File: src/sv/acr_pkg.sv
`timescale 1ns / 1ps
// Shared types and constants for the AVC configuration record converter.
// Used by acr_front, acr_queue, acr_back and avc_config_record_to_annexb.
package acr_pkg;

  localparam int QUEUE_DEPTH = 4;
  localparam int ADDR_W      = 3;
  localparam int DATA_W      = 32;

  // Register indexes, taken from paddr[2].
  localparam logic REG_EMIT   = 1'b0;
  localparam logic REG_MAXLEN = 1'b1;

  localparam logic [15:0] MAX_LEN_RESET = 16'd256;

  // Field kinds.
  localparam logic [3:0] K_NONE      = 4'd0;
  localparam logic [3:0] K_VERSION   = 4'd1;
  localparam logic [3:0] K_PROFILE   = 4'd2;
  localparam logic [3:0] K_COMPAT    = 4'd3;
  localparam logic [3:0] K_LEVEL     = 4'd4;
  localparam logic [3:0] K_LENSIZE   = 4'd5;
  localparam logic [3:0] K_SPS_COUNT = 4'd6;
  localparam logic [3:0] K_SET_LEN   = 4'd7;
  localparam logic [3:0] K_PPS_COUNT = 4'd8;

  // Status codes.
  localparam logic [3:0] ST_OK       = 4'd0;
  localparam logic [3:0] ST_VERSION  = 4'd1;
  localparam logic [3:0] ST_PROFILE  = 4'd2;
  localparam logic [3:0] ST_RES6     = 4'd3;
  localparam logic [3:0] ST_RES3     = 4'd4;
  localparam logic [3:0] ST_TOO_LONG = 4'd5;
  localparam logic [3:0] ST_NAL_TYPE = 4'd6;
  localparam logic [3:0] ST_TRUNC    = 4'd7;
  localparam logic [3:0] ST_DONE     = 4'd8;

  localparam logic [4:0] NAL_SPS = 5'd7;
  localparam logic [4:0] NAL_PPS = 5'd8;

  typedef enum logic [3:0] {
    PH_IDLE, PH_PROFILE, PH_COMPAT, PH_LEVEL, PH_LENSIZE, PH_SPSCOUNT,
    PH_LEN_HI, PH_LEN_LO, PH_FIRST, PH_PAYLOAD, PH_PPSCOUNT, PH_DONE, PH_HALT
  } phase_t;

  typedef enum logic [2:0] {
    BK_START, BK_SC1, BK_SC2, BK_SC3, BK_REPORT
  } step_t;

  // One parsed byte: an optional truncation request, an optional start code
  // and the report request that closes the run.
  typedef struct packed {
    logic        has_trunc;
    logic [15:0] trunc_err;
    logic        has_sc;
    logic [7:0]  stream_byte;
    logic        stream_valid;
    logic [3:0]  kind;
    logic [15:0] value;
    logic [3:0]  status;
    logic [15:0] err;
  } cmd_t;

endpackage

File: src/sv/acr_front.sv
`timescale 1ns / 1ps
// Front end: parses record bytes and turns each byte of a record, up to its end or a fatal error, into a command.
// Depends on acr_pkg.
module acr_front (
  input  logic          clk,
  input  logic          rst_n,
  input  logic          in_valid,
  output logic          in_ready,
  input  logic [7:0]    in_byte,
  input  logic          in_record_start,
  input  logic          cfg_emit,
  input  logic [15:0]   cfg_max_len,
  input  logic          q_full,
  output logic          push,
  output acr_pkg::cmd_t cmd
);
  import acr_pkg::*;

  phase_t      phase_r, phase_nxt;
  logic [7:0]  sets_r, sets_nxt;
  logic        in_pps_r, in_pps_nxt;
  logic [7:0]  len_hi_r, len_hi_nxt;
  logic [15:0] pay_r, pay_nxt;
  logic [15:0] err_r, err_nxt;
  logic        emit_set_r, emit_set_nxt;

  logic        accept;
  logic        active;
  logic        trunc;
  logic        bad;
  logic        produce;
  logic [15:0] err_a;
  logic [15:0] len_word;
  logic        too_long;
  logic        type_ok;
  logic [15:0] pay_dec;
  logic        last_byte;
  logic [7:0]  sets_dec;
  phase_t      fin_phase;
  logic [3:0]  fin_status;

  function automatic logic [15:0] sat_inc(input logic [15:0] v, input logic inc);
    return (inc && v != 16'hFFFF) ? v + 16'd1 : v;
  endfunction

  function automatic logic known_profile(input logic [7:0] p);
    return p == 8'd66 || p == 8'd77 || p == 8'd100 || p == 8'd110 ||
           p == 8'd122 || p == 8'd244;
  endfunction

  assign in_ready  = !q_full;
  assign accept    = in_valid && in_ready;
  assign active    = phase_r != PH_IDLE && phase_r != PH_DONE && phase_r != PH_HALT;
  assign len_word  = {len_hi_r, in_byte};
  assign too_long  = len_word > cfg_max_len;
  assign type_ok   = in_byte[4:0] == (in_pps_r ? NAL_PPS : NAL_SPS);
  assign pay_dec   = pay_r - 16'd1;
  assign last_byte = pay_dec == 16'd0;
  assign sets_dec  = sets_r - 8'd1;
  assign fin_phase  = (sets_dec != 8'd0) ? PH_LEN_HI : (in_pps_r ? PH_DONE : PH_PPSCOUNT);
  assign fin_status = (sets_dec == 8'd0 && in_pps_r) ? ST_DONE : ST_OK;

  always_comb begin
    phase_nxt = phase_r;
    if (accept) begin
      if (in_record_start) begin
        phase_nxt = PH_PROFILE;
      end else begin
        unique case (phase_r)
          PH_PROFILE:  phase_nxt = PH_COMPAT;
          PH_COMPAT:   phase_nxt = PH_LEVEL;
          PH_LEVEL:    phase_nxt = PH_LENSIZE;
          PH_LENSIZE:  phase_nxt = PH_SPSCOUNT;
          PH_SPSCOUNT: phase_nxt = (in_byte[4:0] != 5'd0) ? PH_LEN_HI : PH_PPSCOUNT;
          PH_PPSCOUNT: phase_nxt = (in_byte == 8'd0) ? PH_DONE : PH_LEN_HI;
          PH_LEN_HI:   phase_nxt = PH_LEN_LO;
          PH_LEN_LO:   phase_nxt = (too_long || len_word == 16'd0) ? PH_HALT : PH_FIRST;
          PH_FIRST:    phase_nxt = !type_ok ? PH_HALT : (last_byte ? fin_phase : PH_PAYLOAD);
          PH_PAYLOAD:  phase_nxt = last_byte ? fin_phase : PH_PAYLOAD;
          default:     phase_nxt = phase_r;
        endcase
      end
    end
  end

  always_comb begin
    sets_nxt     = sets_r;
    in_pps_nxt   = in_pps_r;
    len_hi_nxt   = len_hi_r;
    pay_nxt      = pay_r;
    emit_set_nxt = emit_set_r;
    cmd          = '0;
    bad          = 1'b0;
    produce      = 1'b0;
    trunc        = in_record_start && active;
    err_a        = sat_inc(err_r, trunc);
    cmd.has_trunc = trunc;
    cmd.trunc_err = err_a;
    if (in_record_start) begin
      produce      = 1'b1;
      sets_nxt     = '0;
      in_pps_nxt   = 1'b0;
      len_hi_nxt   = '0;
      pay_nxt      = '0;
      emit_set_nxt = 1'b0;
      bad          = in_byte != 8'd1;
      cmd.kind     = K_VERSION;
      cmd.value    = {8'd0, in_byte};
      cmd.status   = bad ? ST_VERSION : ST_OK;
    end else begin
      unique case (phase_r)
        PH_PROFILE: begin
          produce    = 1'b1;
          bad        = !known_profile(in_byte);
          cmd.kind   = K_PROFILE;
          cmd.value  = {8'd0, in_byte};
          cmd.status = bad ? ST_PROFILE : ST_OK;
        end
        PH_COMPAT: begin
          produce   = 1'b1;
          cmd.kind  = K_COMPAT;
          cmd.value = {8'd0, in_byte};
        end
        PH_LEVEL: begin
          produce   = 1'b1;
          cmd.kind  = K_LEVEL;
          cmd.value = {8'd0, in_byte};
        end
        PH_LENSIZE: begin
          produce    = 1'b1;
          bad        = in_byte[7:2] != 6'h3F;
          cmd.kind   = K_LENSIZE;
          cmd.value  = {14'd0, in_byte[1:0]} + 16'd1;
          cmd.status = bad ? ST_RES6 : ST_OK;
        end
        PH_SPSCOUNT: begin
          produce    = 1'b1;
          bad        = in_byte[7:5] != 3'h7;
          sets_nxt   = {3'd0, in_byte[4:0]};
          in_pps_nxt = 1'b0;
          cmd.kind   = K_SPS_COUNT;
          cmd.value  = {11'd0, in_byte[4:0]};
          cmd.status = bad ? ST_RES3 : ST_OK;
        end
        PH_PPSCOUNT: begin
          produce    = 1'b1;
          sets_nxt   = in_byte;
          in_pps_nxt = 1'b1;
          cmd.kind   = K_PPS_COUNT;
          cmd.value  = {8'd0, in_byte};
          cmd.status = (in_byte == 8'd0) ? ST_DONE : ST_OK;
        end
        PH_LEN_HI: begin
          produce    = 1'b1;
          len_hi_nxt = in_byte;
        end
        PH_LEN_LO: begin
          produce   = 1'b1;
          cmd.kind  = K_SET_LEN;
          cmd.value = len_word;
          if (too_long) begin
            bad        = 1'b1;
            cmd.status = ST_TOO_LONG;
          end else if (len_word == 16'd0) begin
            // An empty set has no NAL header, so it counts as the wrong type.
            bad        = 1'b1;
            cmd.status = ST_NAL_TYPE;
          end else begin
            pay_nxt = len_word;
          end
        end
        PH_FIRST: begin
          produce = 1'b1;
          if (!type_ok) begin
            bad        = 1'b1;
            cmd.status = ST_NAL_TYPE;
          end else begin
            emit_set_nxt     = cfg_emit;
            cmd.has_sc       = cfg_emit;
            cmd.stream_byte  = cfg_emit ? in_byte : 8'd0;
            cmd.stream_valid = cfg_emit;
            pay_nxt          = pay_dec;
            if (last_byte) begin
              sets_nxt   = sets_dec;
              cmd.status = fin_status;
            end
          end
        end
        PH_PAYLOAD: begin
          produce          = 1'b1;
          cmd.stream_byte  = emit_set_r ? in_byte : 8'd0;
          cmd.stream_valid = emit_set_r;
          pay_nxt          = pay_dec;
          if (last_byte) begin
            sets_nxt   = sets_dec;
            cmd.status = fin_status;
          end
        end
        default: produce = 1'b0;
      endcase
    end
    err_nxt = sat_inc(err_a, bad);
    cmd.err = err_nxt;
    push    = accept && produce;
  end

  always_ff @(posedge clk) begin
    if (!rst_n) begin
      phase_r    <= PH_IDLE;
      sets_r     <= '0;
      in_pps_r   <= 1'b0;
      len_hi_r   <= '0;
      pay_r      <= '0;
      err_r      <= '0;
      emit_set_r <= 1'b0;
    end else if (accept) begin
      phase_r    <= phase_nxt;
      sets_r     <= sets_nxt;
      in_pps_r   <= in_pps_nxt;
      len_hi_r   <= len_hi_nxt;
      pay_r      <= pay_nxt;
      err_r      <= err_nxt;
      emit_set_r <= emit_set_nxt;
    end
  end

`ifndef SYNTHESIS
  a_halt_silent: assert property (@(posedge clk) disable iff (!rst_n)
    (accept && !in_record_start && (phase_r == PH_HALT || phase_r == PH_IDLE ||
     phase_r == PH_DONE)) |-> !push)
    else $error("front pushed a command for an ignored byte");
  a_trunc_on_start: assert property (@(posedge clk) disable iff (!rst_n)
    (push && cmd.has_trunc) |-> (in_record_start && !cmd.has_sc))
    else $error("truncation request without a record start");
  a_err_monotonic: assert property (@(posedge clk) disable iff (!rst_n)
    ##1 err_r >= $past(err_r))
    else $error("error counter went backwards");
`endif

endmodule

File: src/sv/acr_queue.sv
`timescale 1ns / 1ps
// Short command queue between the parser front end and the result sequencer.
// Depends on acr_pkg.
module acr_queue #(
  parameter int DEPTH = acr_pkg::QUEUE_DEPTH
) (
  input  logic          clk,
  input  logic          rst_n,
  input  logic          push,
  input  acr_pkg::cmd_t push_data,
  output logic          full,
  input  logic          pop,
  output logic          q_valid,
  output acr_pkg::cmd_t head
);
  import acr_pkg::*;

  localparam int PTR_W = (DEPTH > 1) ? $clog2(DEPTH) : 1;
  localparam int CNT_W = $clog2(DEPTH + 1);

  cmd_t             mem [DEPTH];
  logic [PTR_W-1:0] wr_ptr_r, wr_ptr_nxt;
  logic [PTR_W-1:0] rd_ptr_r, rd_ptr_nxt;
  logic [CNT_W-1:0] count_r, count_nxt;

  assign full    = count_r == CNT_W'(DEPTH);
  assign q_valid = count_r != '0;
  assign head    = mem[rd_ptr_r];

  always_comb begin
    wr_ptr_nxt = wr_ptr_r;
    rd_ptr_nxt = rd_ptr_r;
    count_nxt  = count_r;
    if (push) begin
      wr_ptr_nxt = (wr_ptr_r == PTR_W'(DEPTH - 1)) ? '0 : wr_ptr_r + 1'b1;
    end
    if (pop) begin
      rd_ptr_nxt = (rd_ptr_r == PTR_W'(DEPTH - 1)) ? '0 : rd_ptr_r + 1'b1;
    end
    if (push && !pop) begin
      count_nxt = count_r + 1'b1;
    end else if (pop && !push) begin
      count_nxt = count_r - 1'b1;
    end
  end

  always_ff @(posedge clk) begin
    if (!rst_n) begin
      wr_ptr_r <= '0;
      rd_ptr_r <= '0;
      count_r  <= '0;
    end else begin
      wr_ptr_r <= wr_ptr_nxt;
      rd_ptr_r <= rd_ptr_nxt;
      count_r  <= count_nxt;
    end
  end

  always_ff @(posedge clk) begin
    if (push) begin
      mem[wr_ptr_r] <= push_data;
    end
  end

`ifndef SYNTHESIS
  a_count_bound: assert property (@(posedge clk) disable iff (!rst_n)
    count_r <= CNT_W'(DEPTH))
    else $error("queue count beyond depth");
  a_no_overflow: assert property (@(posedge clk) disable iff (!rst_n)
    push |-> !full)
    else $error("push into a full queue");
  a_no_underflow: assert property (@(posedge clk) disable iff (!rst_n)
    pop |-> q_valid)
    else $error("pop from an empty queue");
`endif

endmodule

File: src/sv/acr_back.sv
`timescale 1ns / 1ps
// Back end: expands each queued command into its results and drives the
// registered output channel. Depends on acr_pkg.
module acr_back (
  input  logic          clk,
  input  logic          rst_n,
  input  logic          q_valid,
  input  acr_pkg::cmd_t head,
  output logic          pop,
  output logic          out_valid,
  input  logic          out_ready,
  output logic [7:0]    out_stream_byte,
  output logic          out_stream_valid,
  output logic [3:0]    out_field_kind,
  output logic [15:0]   out_field_value,
  output logic [3:0]    out_status,
  output logic [15:0]   out_error_total,
  output logic          out_last_of_run
);
  import acr_pkg::*;

  step_t       step_r, step_nxt;
  logic        out_valid_r;
  logic [7:0]  byte_r;
  logic        sval_r;
  logic [3:0]  kind_r;
  logic [15:0] value_r;
  logic [3:0]  status_r;
  logic [15:0] err_r;
  logic        last_r;

  logic        load;
  logic        report_sel;
  logic [7:0]  res_byte;
  logic        res_sval;
  logic [3:0]  res_kind;
  logic [15:0] res_value;
  logic [3:0]  res_status;
  logic [15:0] res_err;
  logic        res_last;

  assign load       = q_valid && (!out_valid_r || out_ready);
  assign report_sel = (step_r == BK_REPORT) ||
                      (step_r == BK_START && !head.has_trunc && !head.has_sc);

  always_comb begin
    step_nxt = step_r;
    if (load) begin
      unique case (step_r)
        BK_START: begin
          if (head.has_trunc) begin
            step_nxt = BK_REPORT;
          end else if (head.has_sc) begin
            step_nxt = BK_SC1;
          end else begin
            step_nxt = BK_START;
          end
        end
        BK_SC1:    step_nxt = BK_SC2;
        BK_SC2:    step_nxt = BK_SC3;
        BK_SC3:    step_nxt = BK_REPORT;
        BK_REPORT: step_nxt = BK_START;
        default:   step_nxt = BK_START;
      endcase
    end
  end

  always_comb begin
    res_byte   = '0;
    res_sval   = 1'b0;
    res_kind   = K_NONE;
    res_value  = '0;
    res_status = ST_OK;
    res_err    = head.err;
    res_last   = 1'b0;
    pop        = load && report_sel;
    if (report_sel) begin
      res_byte   = head.stream_byte;
      res_sval   = head.stream_valid;
      res_kind   = head.kind;
      res_value  = head.value;
      res_status = head.status;
      res_last   = 1'b1;
    end else if (step_r == BK_START && head.has_trunc) begin
      res_status = ST_TRUNC;
      res_err    = head.trunc_err;
    end else begin
      // Start code 00 00 00 01: only its final byte is nonzero.
      res_sval = 1'b1;
      res_byte = (step_r == BK_SC3) ? 8'd1 : 8'd0;
    end
  end

  always_ff @(posedge clk) begin
    if (!rst_n) begin
      step_r      <= BK_START;
      out_valid_r <= 1'b0;
    end else begin
      step_r <= step_nxt;
      if (load) begin
        out_valid_r <= 1'b1;
      end else if (out_ready) begin
        out_valid_r <= 1'b0;
      end
    end
  end

  always_ff @(posedge clk) begin
    if (load) begin
      byte_r   <= res_byte;
      sval_r   <= res_sval;
      kind_r   <= res_kind;
      value_r  <= res_value;
      status_r <= res_status;
      err_r    <= res_err;
      last_r   <= res_last;
    end
  end

  assign out_valid        = out_valid_r;
  assign out_stream_byte  = byte_r;
  assign out_stream_valid = sval_r;
  assign out_field_kind   = kind_r;
  assign out_field_value  = value_r;
  assign out_status       = status_r;
  assign out_error_total  = err_r;
  assign out_last_of_run  = last_r;

`ifndef SYNTHESIS
  a_mid_run_has_head: assert property (@(posedge clk) disable iff (!rst_n)
    (step_r != BK_START) |-> q_valid)
    else $error("sequencer mid-run without a queued command");
  a_pop_on_load: assert property (@(posedge clk) disable iff (!rst_n)
    pop |-> (load && res_last))
    else $error("command popped without its report request");
  a_sc_then_report: assert property (@(posedge clk) disable iff (!rst_n)
    (load && step_r == BK_SC3) |=> step_r == BK_REPORT)
    else $error("start code not followed by the report");
`endif

endmodule

File: src/sv/avc_config_record_to_annexb.sv
`timescale 1ns / 1ps
// AVC decoder configuration record parser and Annex B parameter set converter.
// Depends on acr_pkg, acr_front, acr_queue and acr_back.
//
// Record bytes enter at one per cycle; in_ready drops only when the command
// queue (Q_DEPTH entries) is full. Each parsed byte yields one report request
// (last_of_run set); a record start in the middle of a record adds a
// truncation request before it, and the first byte of an emitted parameter set
// adds four start code bytes 00 00 00 01 before it. The output register sends
// one request per cycle while out_ready is high; a byte yields 1, 2 or 5
// requests, and the queue absorbs those bursts. Bytes outside a record, after
// the end of a record or after a fatal error give no requests.
// Registers: 0x0 emit_stream (bit 0), 0x4 max_set_length (bits 15:0, reset 256);
// write them only while the block is idle.
module avc_config_record_to_annexb #(
  parameter int Q_DEPTH = acr_pkg::QUEUE_DEPTH
) (
  input  logic                       clk,
  input  logic                       rst_n,
  input  logic                       in_valid,
  output logic                       in_ready,
  input  logic [7:0]                 in_byte,
  input  logic                       in_record_start,
  output logic                       out_valid,
  input  logic                       out_ready,
  output logic [7:0]                 out_stream_byte,
  output logic                       out_stream_valid,
  output logic [3:0]                 out_field_kind,
  output logic [15:0]                out_field_value,
  output logic [3:0]                 out_status,
  output logic [15:0]                out_error_total,
  output logic                       out_last_of_run,
  input  logic                       psel,
  input  logic                       penable,
  input  logic                       pwrite,
  input  logic [acr_pkg::ADDR_W-1:0] paddr,
  input  logic [acr_pkg::DATA_W-1:0] pwdata,
  output logic [acr_pkg::DATA_W-1:0] prdata,
  output logic                       pready
);
  import acr_pkg::*;

  logic        emit_r;
  logic [15:0] max_len_r;
  logic        cfg_wr;
  logic        reg_idx;

  logic        push;
  cmd_t        push_cmd;
  logic        q_full;
  logic        pop;
  logic        q_valid;
  cmd_t        head;

  assign pready  = 1'b1;
  assign reg_idx = paddr[2];
  assign cfg_wr  = psel && penable && pwrite && pready;

  always_ff @(posedge clk) begin
    if (!rst_n) begin
      emit_r    <= 1'b0;
      max_len_r <= MAX_LEN_RESET;
    end else if (cfg_wr) begin
      unique case (reg_idx)
        REG_EMIT:   emit_r    <= pwdata[0];
        REG_MAXLEN: max_len_r <= pwdata[15:0];
        default:    emit_r    <= emit_r;
      endcase
    end
  end

  always_comb begin
    unique case (reg_idx)
      REG_EMIT:   prdata = {{(DATA_W - 1){1'b0}}, emit_r};
      REG_MAXLEN: prdata = {{(DATA_W - 16){1'b0}}, max_len_r};
      default:    prdata = '0;
    endcase
  end

  acr_front u_front (
    .clk             (clk),
    .rst_n           (rst_n),
    .in_valid        (in_valid),
    .in_ready        (in_ready),
    .in_byte         (in_byte),
    .in_record_start (in_record_start),
    .cfg_emit        (emit_r),
    .cfg_max_len     (max_len_r),
    .q_full          (q_full),
    .push            (push),
    .cmd             (push_cmd)
  );

  acr_queue #(
    .DEPTH (Q_DEPTH)
  ) u_queue (
    .clk       (clk),
    .rst_n     (rst_n),
    .push      (push),
    .push_data (push_cmd),
    .full      (q_full),
    .pop       (pop),
    .q_valid   (q_valid),
    .head      (head)
  );

  acr_back u_back (
    .clk              (clk),
    .rst_n            (rst_n),
    .q_valid          (q_valid),
    .head             (head),
    .pop              (pop),
    .out_valid        (out_valid),
    .out_ready        (out_ready),
    .out_stream_byte  (out_stream_byte),
    .out_stream_valid (out_stream_valid),
    .out_field_kind   (out_field_kind),
    .out_field_value  (out_field_value),
    .out_status       (out_status),
    .out_error_total  (out_error_total),
    .out_last_of_run  (out_last_of_run)
  );

endmodule
File: config.mk
export PLATFORM = sky130hd
export DESIGN_NAME = avc_config_record_to_annexb
export DESIGN_NICKNAME = d
export VERILOG_FILES = /design/src/sv/acr_pkg.sv /design/src/sv/acr_front.sv /design/src/sv/acr_queue.sv /design/src/sv/acr_back.sv /design/src/sv/avc_config_record_to_annexb.sv
export SDC_FILE = /design/constraint.sdc
export NUM_CORES = 1
export LEC_CHECK = 0
export ABC_CLOCK_PERIOD_IN_PS = 8600
export BUFFER_PORTS_ARGS = -buffer_cell sky130_fd_sc_hd__buf_2
export CORE_MARGIN = 4
export CORE_UTILIZATION = 57
export DETAILED_ROUTE_END_ITERATION = 7
export PLACE_DENSITY_LB_ADDON = 0.08
export SLEW_MARGIN = 10
export SYNTH_ARGS = -nofsm -noshare
export SYNTH_HDL_FRONTEND = slang
export SYNTH_SLANG_ARGS = --single-unit
File: constraint.sdc
create_clock -name clk -period 8.6 [get_ports clk]
set_input_delay 2.15 -clock clk [delete_from_list [all_inputs] [get_ports clk]]
set_output_delay 2.15 -clock clk [all_outputs]
set_load 0.01 [all_outputs]
Word-level counts from Yosys, hierarchy flattened
Memory sizes are Yosys's and may differ from the RTL's. A register that Yosys moved wholly into a read port is not among the register bits.
Cells that the tools add are included.

word-level totals
  memory bits (writable) = 268
  bits in read-only memories = 0
  output and inout port bits = 85
  register bits = 132
  logic and storage cells = 204
  latch bits = 0
  memories kept = 1

memory list
  memory       words  width  read ports  clocked after memory_dff  write ports  RTL line         RTL
  u_queue.mem  4      67     1           1                         1            acr_queue.sv:21  cmd_t mem [DEPTH];

cells by class
  muxes and demuxes = 78
  eq/ne operators = 34
  order comparisons = 1
  shifts and indexed selects = 0
  add/sub/neg operators = 9
  multipliers = 0
  div/mod/pow operators = 0
  reductions and logical operators = 59
  bitwise gates (word level) = 1

operators by type and width
  operator                 number
  $pmux W20 S7             1
  $mux W16                 8
  $mux W8                  9
  $pmux W32 S2             1
  $mux W4                  13
  $pmux W16 S3             1
  $eq A8 B7 Y1 const B     5
  $pmux W4 S10             1
  $add A16 B1 Y16 const B  2
  $logic_not A16 Y1        2
  $ne A16 B16 Y1 const B   2
  $pmux W8 S4              1
  $pmux W4 S7              1
  $mux W24                 1
  $mux W1                  22
  $mux W3                  7
  $mux W10                 2
  $pmux W9 S2              1
  $logic_and A1 B1 Y1      17
  $eq A4 B3 Y1 const B     4
  $gt A16 B16 Y1           1
  $logic_not A8 Y1         2
  $sub A16 B1 Y16 const B  1
  $eq A4 B4 Y1 const B     3
  36 further kinds         74

Logic depth before layout (Yosys ltp)
Gate-level depths: netlist of run 1.

  depth in word-level cells = 11
  mapped depth = 17
  mapped depth without buffers = 13

Hierarchy
Synthesis of run 1 repeated with hierarchy kept, for this count alone.

second synthesis, totals
  cells, all modules = 1421
  area, all modules = 18874.4 um2

modules (own cells, without submodules)
  module                       sequential area each (um2)  cells each  times used  area an instance (um2)
  acr_queue                    8227.9                      394         1           10161.0
  acr_front                    1081.0                      781         1           5549.1
  acr_back                     1581.5                      136         1           2214.6
  avc_config_record_to_annexb  340.3                       110         1           949.7

Worst setup path after synthesis of run 1
No wires, ideal clock.

  kind = input to register
  start point = input in_record_start
  end point = memory u_queue.mem[0][9] (netlist bit), data pin
  cell stages on the path = 14
  data arrival time = 4.881 ns
  setup time = 0.283 ns
  path buffers = 3
  data required time = 8.317 ns
  slack = 3.435 ns
  cell sequence = clkbuf_1 -> o311ai_4 -> inv_4 -> nand2_1 -> xnor2_1 -> ha_1 -> o21ai_0 -> or3_1 -> nor3_4 -> or3_1 -> clkbuf_2 -> buf_4 -> nor2_1 -> xor2_1

RTL lines
  element          RTL line                           RTL
  start, declared  avc_config_record_to_annexb.sv:23  input logic in_record_start,
  end, declared    acr_queue.sv:21

==> results of run 1 <==
## metrics by stage
stage	std cells	power [uW]	setup slack [ps]
floorplan	1441	3460	3440
global placement	1865	3810	2630
detailed placement	1865	3850	2610
CTS	1944	5640	3150
global route	1944	5860	2890
finish	1944	5570	3140
## placed cells by master (no fill, tap or decap), types with 34 or more instances in the layout
cell type  count
a21oi_1       86
buf_2        100
clkbuf_16     45
dfxtp_1       82
edfxtp_1     318
inv_1         46
mux4_2        67
nand2_1      128
nor2_1       111
nor3_1        34
o21ai_0       45
## flip-flops by register name, indices dropped and copies added, names as in the netlist, 4 cells and up, named ones only
signal,count
u_queue.mem,268
max_len_r,16
u_back.out_error_total,16
u_back.out_field_value,16
u_front.err_r,16
u_front.pay_r,16
u_back.out_stream_byte,8
u_front.len_hi_r,8
u_front.sets_r,8
u_back.out_field_kind,4
u_back.out_status,4
u_front.phase_r,4
## metal layers
layer / global-route usage [%] / routed length (um)
met1: 29.1 / 16500
met2: 38.4 / 19900
met3: 3.44 / 1950
met4: 6.63 / 898
met5: 0 / 0
## where the power goes
group	switching, uW	internal [uW]	total [uW]
logic	683	561	1240
clock network	735	1060	1790
registers	110	2420	2530
total	1530	4040	5570
## synthesized netlist by cell type, types with 7 or more instances
master | number | area share [%]
xor2_1 | 13 | 0.62
nor4_1 | 11 | 0.37
a21o_1 | 9 | 0.37
inv_1 | 47 | 0.96
nand2_1 | 128 | 2.6
buf_4 | 19 | 0.77
a21oi_1 | 86 | 2.3
xnor2_1 | 23 | 1.1
ha_1 | 32 | 2.2
nand2b_1 | 12 | 0.41
nor3b_1 | 7 | 0.28
mux4_2 | 67 | 8.2
and2_1 | 24 | 0.81
or3_1 | 17 | 0.58
clkbuf_1 | 62 | 1.3
nand4_1 | 14 | 0.47
mux2_2 | 21 | 1.3
o21ai_0 | 47 | 1.3
nor3_1 | 34 | 0.92
nand3b_1 | 7 | 0.28
o31ai_1 | 7 | 0.28
or4_1 | 9 | 0.37
and3_1 | 32 | 1.1
dfxtp_1 | 84 | 9.1
buf_2 | 9 | 0.24
mux2i_1 | 9 | 0.49
nor2_1 | 112 | 2.3
nand3_1 | 34 | 0.92
nor2b_1 | 15 | 0.51
edfxtp_1 | 318 | 52
## logic make-up (layout without fill, tap and decap cells)
family / after synthesis / count (layout)
other cells: 2 / 17
fa+ha+maj: 33 / 33
mux: 98 / 98
compound gates: 213 / 213
simple gates: 491 / 491
flops: 402 / 402
buf+inv: 147 / 248
xor+xnor: 40 / 40
## layout make-up
type / count / area [um^2]
fill: 2329 / 11100
clock buffer: 60 / 1260
timing repair buffer: 117 / 628
multi-input combinational: 892 / 6660
inverter: 52 / 198
clock inverter: 19 / 136
tap: 402 / 503
sequential: 402 / 11200
## final timing paths
check	endpoint	slack, ps	cells past startpoint
max	u_queue.mem[1][15]$_DFFE_PP_	3140	12
min	max_len_r[7]$_SDFFE_PN0P_	450	2
max reg2reg	u_queue.mem[1][15]$_DFFE_PP_	3550	12
min reg2reg	max_len_r[7]$_SDFFE_PN0P_	450	2
## critical path, stage by stage
cell and delay [ps]:
buf_2 150, o311ai_4 210, inv_4 230, nand2_1 180, xnor2_1 510, ha_1 310
o21ai_0 160, or3_1 520, nor3_4 260, or3_1 560, nor2_1 180, xnor2_1 340
==> reports/results.tsv, run 1 <==
metric	value	unit
status	finished clean	
worst setup path class	in2reg	
Max Freq	0.183	GHz
largest net degree at the start of global routing	64	
initial antenna violation count	0	
critical path startpoint	in_record_start	
Final TNS setup	0	ps
Cell Area, Synth	0.0184	mm^2
clock buffer depth	3	
minimum clock period	5460	ps
worst hold start	max_len_r[7]$_SDFFE_PN0P_	
hpwl dp	25300	um
CTS Buf Count	43	
XOR/XNOR share of the synthesized area	2.12	%
Max-Slew Margin vs Limit	20.6	%
FF-to-FF Start	u_front.phase_r[3]$_SDFFE_PN0P_	
RSZ-0062 raised after global routing	no	
placer congestion estimate	0.938	
post-route ant nets	0	
Worst Setup End Kind	flip-flop	
Area growth syn-to-layout	11.8	%
hold_buf cts	0	
share of cells above drive strength 1	20.2	%
final hold viol count	0	
Seq/Total Area, Yosys	60.9	%
cell count after synthesis	1426	
gr usage total	22.1	%
Synth cell types	88	
Initial DRC Count	775	
nets	1592	
clock latency on the worst-skew pair	530	ps
Starting Density	58.2	%
Root Buffer	clkbuf_16	
Worst EP required	8900	ps
mux contribution to synthesized area	10.0	%
DR vias/cell	5.93	
Tightest Pin Transition	1190	ps
ant diodes	0	
Buffers on Ports	100	
Synth async-reset ratio	0	%
Post-Synth Adder-Cell Area	2.28	%
Yosys warning count	0	
VDD IR max	0.000172	V
post-layout instance area	0.0206	mm^2
die height	188	um
Die Wd	188	um
number of synthesized register bits	402	
Syn Area/Cell	12.9	um^2
placed inst area	0.0192	mm^2
CTS tree	yes	
final setup fails	0	
number of global-route vias before repair	11400	
Clock Pin Slew Worst Setup and Hold Paths	50	ps
Compound-Gate Fraction of Synth Area	7.28	%
global-route wire length before repair	62500	um
Total Routed Length	39200	um
post_cts resized	0	
Leakage	0.00731	uW
Simple-Gate Fraction of Synth Area	13.9	%
row cnt	65	
post-DR wirelength/cell	20.2	um
Core Footprint	0.0317	mm^2
total congestion overflow	0	
EDFF count, synth	318	
Hold WC Path Type	reg2reg	
Worst Skew	15.6	ps
# clock sinks	402	
Initial DRT Pass Iterations	5	
Die ar.	0.0353	mm^2
Max-Cap Viols	0	
vias	11500	
Tcrit/Tclk final	63.5	%
largest family of logic cells by synthesized area	simple AND/OR/NAND/NOR gates	
WP data arrival	5760	ps
DR DRC count	0	
fin util	65.0	%
post-CTS setup buffers	0	
prevailing post-synth register cell	edfxtp_1	
Fin Hold WS	453	ps
Max FO, Critical Path	15	
pwr dens	270	mW/mm^2
I/O Pins	136	
H-tree Lvls	2	
Final Max Slew Viols	0	
startpoint class of the critical path	primary input	
Power figures use the tool's default switching activity.
==> run 2, diff against run 1 <==
--- a/config.mk
+++ b/config.mk
@@ -5,10 +5,11 @@
 export SDC_FILE = /design/constraint.sdc
 export NUM_CORES = 1
 export LEC_CHECK = 0
-export ABC_CLOCK_PERIOD_IN_PS = 8600
+export ABC_AREA = 1
+export ABC_CLOCK_PERIOD_IN_PS = 4600
 export BUFFER_PORTS_ARGS = -buffer_cell sky130_fd_sc_hd__buf_2
 export CORE_MARGIN = 4
-export CORE_UTILIZATION = 57
+export CORE_UTILIZATION = 55
 export DETAILED_ROUTE_END_ITERATION = 7
 export PLACE_DENSITY_LB_ADDON = 0.08
 export SLEW_MARGIN = 10
==> constraint.sdc (replaced) <==
create_clock -name clk -period 4.6 [get_ports clk]
set_input_delay 1.15 -clock clk [delete_from_list [all_inputs] [get_ports clk]]
set_output_delay 1.15 -clock clk [all_outputs]
set_load 0.01 [all_outputs]
==> reports/results.tsv, run 2 <==
metric	value	unit	change
status	finished clean		
number of synthesized register bits	402		unchanged
r2r setup slk	880	ps	-2670 ps
vias	14200		+23%
most frequent cells in the layout	nor2_1, edfxtp_1, nand2_1		
gr usage total	24.2	%	+2.1 points
Syn Area/Cell	9.44	um^2	-27%
Total Routed Length	45100	um	+15%
total congestion overflow	0		unchanged
cell count after synthesis	1990		+40%
Register-to-Register Path Depth	20		+8
Max Freq	0.269	GHz	
CTS tree	yes		
pwr dens	555	mW/mm^2	+110%
Core Footprint	0.0336	mm^2	+6.0%
Root Buffer	clkbuf_16		
post-CTS setup buffers	0		unchanged
Area contributors post-synth	edfxtp_1, dfxtp_1, nor2_1		
Final Max Slew Viols	0		unchanged
DP Cell Count	2480		+33%
Starting Density	55.9	%	-2.3 points
Synth cell types	48		-45%
Leakage	0.00842	uW	+15%
initial antenna violation count	1		+1
hpwl dp	29300	um	+16%
Max FO, Critical Path	17		+2
Commonest cells post-synth	nor2_1, edfxtp_1, nand2_1		
Worst Skew	24.0	ps	+8.40 ps
placer congestion estimate	0.941		+0.34%
Seq/Total Area, Yosys	59.8	%	-1.1 points
Worst Setup End Kind	flip-flop		
DR vias/cell	5.54		-6.6%
Tightest Pin Transition	1100	ps	-94.6 ps
WHS Endpoint	u_front.emit_set_r$_SDFFE_PN0P_		
# clock sinks	402		unchanged
global-route wire length before repair	70800	um	+13%
minimum clock period	3720	ps	
Initial DRT Pass Iterations	5		unchanged
clock latency on the worst-skew pair	560	ps	+30 ps
largest net degree at the start of global routing	103		+61%
CTS Buf Count	43		unchanged
Fillers	2766		+19%
area leader, netlist	edfxtp_1		
post_cts resized	0		unchanged
Cell Area, Synth	0.0188	mm^2	+1.9%
nets	2161		+36%
WP data arrival	4200	ps	-1560 ps
I/O Pins	136		unchanged
hold_buf cts	0		unchanged
RSZ-0062 raised after global routing	no		
Initial DRC Count	1077		+39%
max reg flops	268		unchanged
final hold viol count	0		unchanged
worst hold start	u_front.emit_set_r$_SDFFE_PN0P_		
Yosys warning count	0		unchanged
Max-Cap Viols	0		unchanged
share of the synthesized area in the top cell type	50.8	%	-0.95 points
commonest non-fill, non-tap cell in the layout	nor2_1		
clock buffer depth	3		unchanged
startpoint class of the critical path	flip-flop		
die height	193	um	+2.6%
DR DRC count	0		unchanged
Crit Reg-Reg Endpoint	u_front.err_r[14]$_SDFFE_PN0P_		
row cnt	67		+3.1%
FF-to-FF Start	u_front.err_r[1]$_SDFFE_PN0P_		
hold path depth	2		unchanged
Most flops, register	u_queue.mem		
Tcrit/Tclk final	80.8	%	
number of global-route vias before repair	13200		+16%
EDFF count, synth	318		unchanged
Worst EP required	5080	ps	-3820 ps
Area growth syn-to-layout	12.7	%	
Hold WC Path Type	reg2reg		
VDD IR max	0.000752	V	+340%
prevailing post-synth register cell	edfxtp_1		
post-route ant nets	0		unchanged
final setup fails	0		unchanged
Clock Pin Slew Worst Setup and Hold Paths	60	ps	about the same
share of cells above drive strength 1	11.5	%	-8.7 points
Finished Layout Cells	2558		+32%
critical path startpoint	u_front.err_r[1]$_SDFFE_PN0P_		
most common cell in the netlist	nor2_1		
Die Wd	193	um	+2.6%
Buffers on Ports	100		unchanged
Max-Slew Margin vs Limit	26.4	%	+5.7 points
placed inst area	0.0198	mm^2	+2.9%
worst setup path class	reg2reg		
H-tree Lvls	2		unchanged
Synth async-reset ratio	0	%	unchanged
post-DR wirelength/cell	17.6	um	-13%
ant diodes	0		unchanged
post-layout instance area	0.0212	mm^2	+2.8%
Die ar.	0.0372	mm^2	+5.3%
## run 2: cell types whose count changed in the layout (fill, tap and decap cells not counted), moves of 20 or more
cell and change:
a21oi_1 +38, and2_1 -20, and3_1 -32, inv_1 +132, mux2_2 -21, mux4_2 -67
nand2_1 +179, nand2_2 +23, nand3_1 +43, nor2_1 +251, nor3_1 -21, o21ai_0 +148
o22ai_1 +23
## run 2: worst max path at each step
stage                                            endpoint  slack [ps]  cells after the start
after floorplan               u_queue.mem[0][0]$_DFFE_PP_        -970                      8
after global placement      u_front.pay_r[6]$_SDFFE_PN0P_         630                     19
after detailed placement   u_front.pay_r[15]$_SDFFE_PN0P_         590                     19
after CTS                  u_front.err_r[14]$_SDFFE_PN0P_         950                     20
after global routing      u_queue.count_r[2]$_SDFFE_PN0P_         600                     17
final                      u_front.err_r[14]$_SDFFE_PN0P_         880                     20
## run 2: logic make-up (layout without fill, tap and decap cells)
logic type / after synthesis / in the layout / share of synthesized area (%)
flops: 402 / 402 / 59.8
compound gates: 407 / 407 / 11.9
simple gates: 829 / 829 / 18.4
fa+ha+maj: 33 / 33 / 2.24
other cells: 2 / 17 / 0.0400
xor+xnor: 28 / 28 / 1.34
buf+inv: 289 / 394 / 6.29
## run 2: through the flow
stage | worst slack (ps) | TNS, ps | hold slack, ps | utilization [%] | power, uW
after global placement | 632 | 0 | 451 | 58.8 | 8310
final | 883 | 0 | 464 | 63.0 | 11800
after CTS | 952 | 0 | 466 | 63.0 | 11800
after detailed placement | 593 | 0 | 458 | 58.8 | 8390
after global routing | 601 | 0 | 502 | 63.0 | 12400
after floorplan | -967 | -259140 | 439 | - | 7240
## run 2: worst max-delay path, stage by stage (launching register included)
cell and delay [ps]:
dfxtp_1 380, ha_1 290, nand2_2 110, nor2_4 180, nand2_2 130, inv_1 70
nand2_1 80, nand2_4 190, nand2_1 90, nand2_2 230, ha_1 340, nand3_1 160
nor2_4 220, nand3_1 180, nor2_4 140, nand2_4 160, nand2_4 270, nand2_1 100
nand3_1 190, nand2_1 70, inv_1 60
## run 2: cell type report
cell class | instances | area, um^2 | area share [%]
Tap cell | 448 | 561 | 2.65
Clock inverter | 16 | 228 | 1.07
Sequential cell | 402 | 11200 | 53.0
Multi-Input combinational cell | 1314 | 6480 | 30.6
Clock buffer | 62 | 1190 | 5.60
Timing Repair Buffer | 125 | 776 | 3.66
Inverter | 191 | 721 | 3.40
## run 2: report_power, final
| part | total (uW) | internal [uW] | switching [uW] | leakage (uW) |
|---|---|---|---|---|
| Sequential | 4970 | 4750 | 219 | 0.00366 |
| Clock | 3440 | 2080 | 1360 | 0.000688 |
| Combinational | 3350 | 985 | 2360 | 0.00407 |
## run 2: layer usage
metal  global-route usage (%)  share of wire (%)
met4                     4.91                1.6
met1                     35.9                 46
met5                        0              0.035
met2                     37.7                 46
met3                     4.27                7.1
==> run 3, diff against run 2 <==
--- a/config.mk
+++ b/config.mk
@@ -6,7 +6,7 @@
 export NUM_CORES = 1
 export LEC_CHECK = 0
 export ABC_AREA = 1
-export ABC_CLOCK_PERIOD_IN_PS = 4600
+export ABC_CLOCK_PERIOD_IN_PS = 3200
 export BUFFER_PORTS_ARGS = -buffer_cell sky130_fd_sc_hd__buf_2
 export CORE_MARGIN = 4
 export CORE_UTILIZATION = 55
==> constraint.sdc (replaced) <==
create_clock -name clk -period 3.2 [get_ports clk]
set_input_delay 0.8 -clock clk [delete_from_list [all_inputs] [get_ports clk]]
set_output_delay 0.8 -clock clk [all_outputs]
set_load 0.01 [all_outputs]
==> reports/results.tsv, run 3 (same netlist as run 2, synthesis figures left out) <==
metric	value	unit	change
status	finished clean		
largest net degree at the start of global routing	89		-14%
I/O Pins	136		unchanged
row cnt	67		unchanged
most frequent cells in the layout	nor2_1, edfxtp_1, nand2_1		
DR DRC count	0		unchanged
Die ar.	0.0372	mm^2	unchanged
Worst EP required	3440	ps	-1640 ps
WL met3	3500	um	+9.5%
Final Max Slew Viols	0		unchanged
final setup fails	0		unchanged
Max Freq	0.341	GHz	+27%
global-route wire length before repair	71500	um	+1.1%
clock buffer depth	3		unchanged
post-DR wirelength/cell	17.4	um	-1.1%
nets	2213		+2.4%
Fillers	2747		-0.69%
routed metal-1 wirelength	21000	um	+1.5%
Max-Cap Viols	0		unchanged
share of cells above drive strength 1	14.1	%	+2.6 points
CTS Buf Count	42		-2.3%
Area growth syn-to-layout	15.0	%	
Power, Total	16700	uW	+42%
clock latency on the worst-skew pair	540	ps	-20 ps
crit-path most repeated cell	nand2_1		
Initial DRC Count	1098		+1.9%
fin util	64.3	%	+1.3 points
number of global-route vias before repair	13300		+0.99%
Leakage	0.00862	uW	+2.4%
delay-heaviest family, CP	simple AND/OR/NAND/NOR gates		
die height	193	um	unchanged
Highest Signal Layer	met4		
commonest non-fill, non-tap cell in the layout	nor2_1		
gr usage total	24.5	%	+0.36 points
H-tree Lvls	2		unchanged
VDD IR max	0.000750	V	-0.28%
initial antenna violation count	0		-1
CTS tree	yes		
Buffers & Inverters on Critical Path	1		-1
Max-Slew Margin vs Limit	43.3	%	+17 points
DR vias/cell	5.43		-2.0%
wire length on met2	20300	um	-1.3%
pwr dens	771	mW/mm^2	+39%
RSZ-0062 raised after global routing	no		
worst setup path class	reg2reg		
register area	0.0112	mm^2	about the same
Total Routed Length	45500	um	+0.89%
Worst Setup End Kind	flip-flop		
total congestion overflow	0		unchanged
Tightest Pin Transition	851	ps	-245 ps
WP data arrival	3170	ps	-1030 ps
Clock Pin Slew Worst Setup and Hold Paths	60	ps	about the same
Root Buffer	clkbuf_16		
max reg flops	268		unchanged
final hold viol count	0		unchanged
Initial DRT Pass Iterations	6		+1
area occupied by multi-input gates	0.00655	mm^2	+1.0%
minimum clock period	2930	ps	-784 ps
Core Footprint	0.0336	mm^2	unchanged
Starting Density	55.9	%	unchanged
post-route ant nets	0		unchanged
startpoint class of the critical path	flip-flop		
Die Wd	193	um	unchanged
Max FO, Critical Path	18		+1
Most flops, register	u_queue.mem		
placer congestion estimate	0.933		-0.86%
ant diodes	0		unchanged
# clock sinks	402		unchanged
vias	14200		-0.0071%
Buffers on Ports	100		unchanged
Worst path max stage delay	380	ps	about the same
Tcrit/Tclk final	91.6	%	+11 points
Cell Chain, Critical Path	ha_4, nand2_2, nor2_4, nand2_2, inv_1, nand2_1, nand2_4, nand2_1, nand2_1, ha_1, nand3_1, nor2_4, nand3_1, nor2_4, nand2_8, nand3b_1, nand2_1		
Worst Skew	12.7	ps	-11.3 ps
hpwl dp	29900	um	+2.1%
Slowest-stage cell, CP	dfxtp_2		
Hold WC Path Type	reg2reg		
r2r setup slk	270	ps	-620 ps
## run 3: changes by cell type in the layout (fill, tap and decap cells not counted), sizes merged
cell    previous run  this run
clkbuf            62        55
nand2            333       334
inv              184       185
clkinv            17        24
bufinv             5         2
buf              125       177
## run 3: area by class of cell
type / instances / share of cell area [%]
Sequential cell: 402 / 52.0
Inverter: 191 / 3.34
Tap cell: 448 / 2.59
Clock buffer: 55 / 5.19
Timing Repair Buffer: 177 / 5.86
Multi-Input combinational cell: 1315 / 30.3
Clock inverter: 21 / 0.729
## run 3: where the power goes
group	internal, uW	switching (uW)
clock	2630	1920
sequential	6830	264
combinational	1550	3480
## run 3: final timing paths
check / cells past startpoint / startpoint / endpoint
max: 17 / u_front.err_r[0]$_SDFFE_PN0P_ / u_queue.mem[3][0]$_DFFE_PP_
min: 2 / u_front.emit_set_r$_SDFFE_PN0P_ / u_front.emit_set_r$_SDFFE_PN0P_
max reg2reg: 17 / u_front.err_r[0]$_SDFFE_PN0P_ / u_queue.mem[3][0]$_DFFE_PP_
min reg2reg: 2 / u_front.emit_set_r$_SDFFE_PN0P_ / u_front.emit_set_r$_SDFFE_PN0P_
## run 3: tightest hold or removal path, cell delays in order, from the launching register on
cell and delay (ps):
dfxtp_1 310, nand2_1 60, a21oi_1 50
## run 3: repair_timing
action,in CTS,in global routing
resized for setup,0,14
buffers inserted,0,0
hold buffers,0,0
setup endpoints to repair,0,88
## run 3: per-stage QoR
step	cell area [um^2]	setup slack (ps)	instances	setup TNS (ps)	hold WS (ps)
6_report	21600	267	2609	0	475
2_1_floorplan	18900	34.8	2005	0	439
3_3_place_gp	20300	-65.4	2532	-372	450
4_1_cts	21500	66.5	2608	0	470
3_5_place_dp	20300	-164	2532	-938	461
5_1_grt	21600	6.72	2609	0	486
## run 3: routing by layer
layer,vias up,GRT usage (%)
li1,7005,-
met1,6628,37.1
met5,-,0
met4,0,5.57
met2,462,37.7
met3,63,3.84
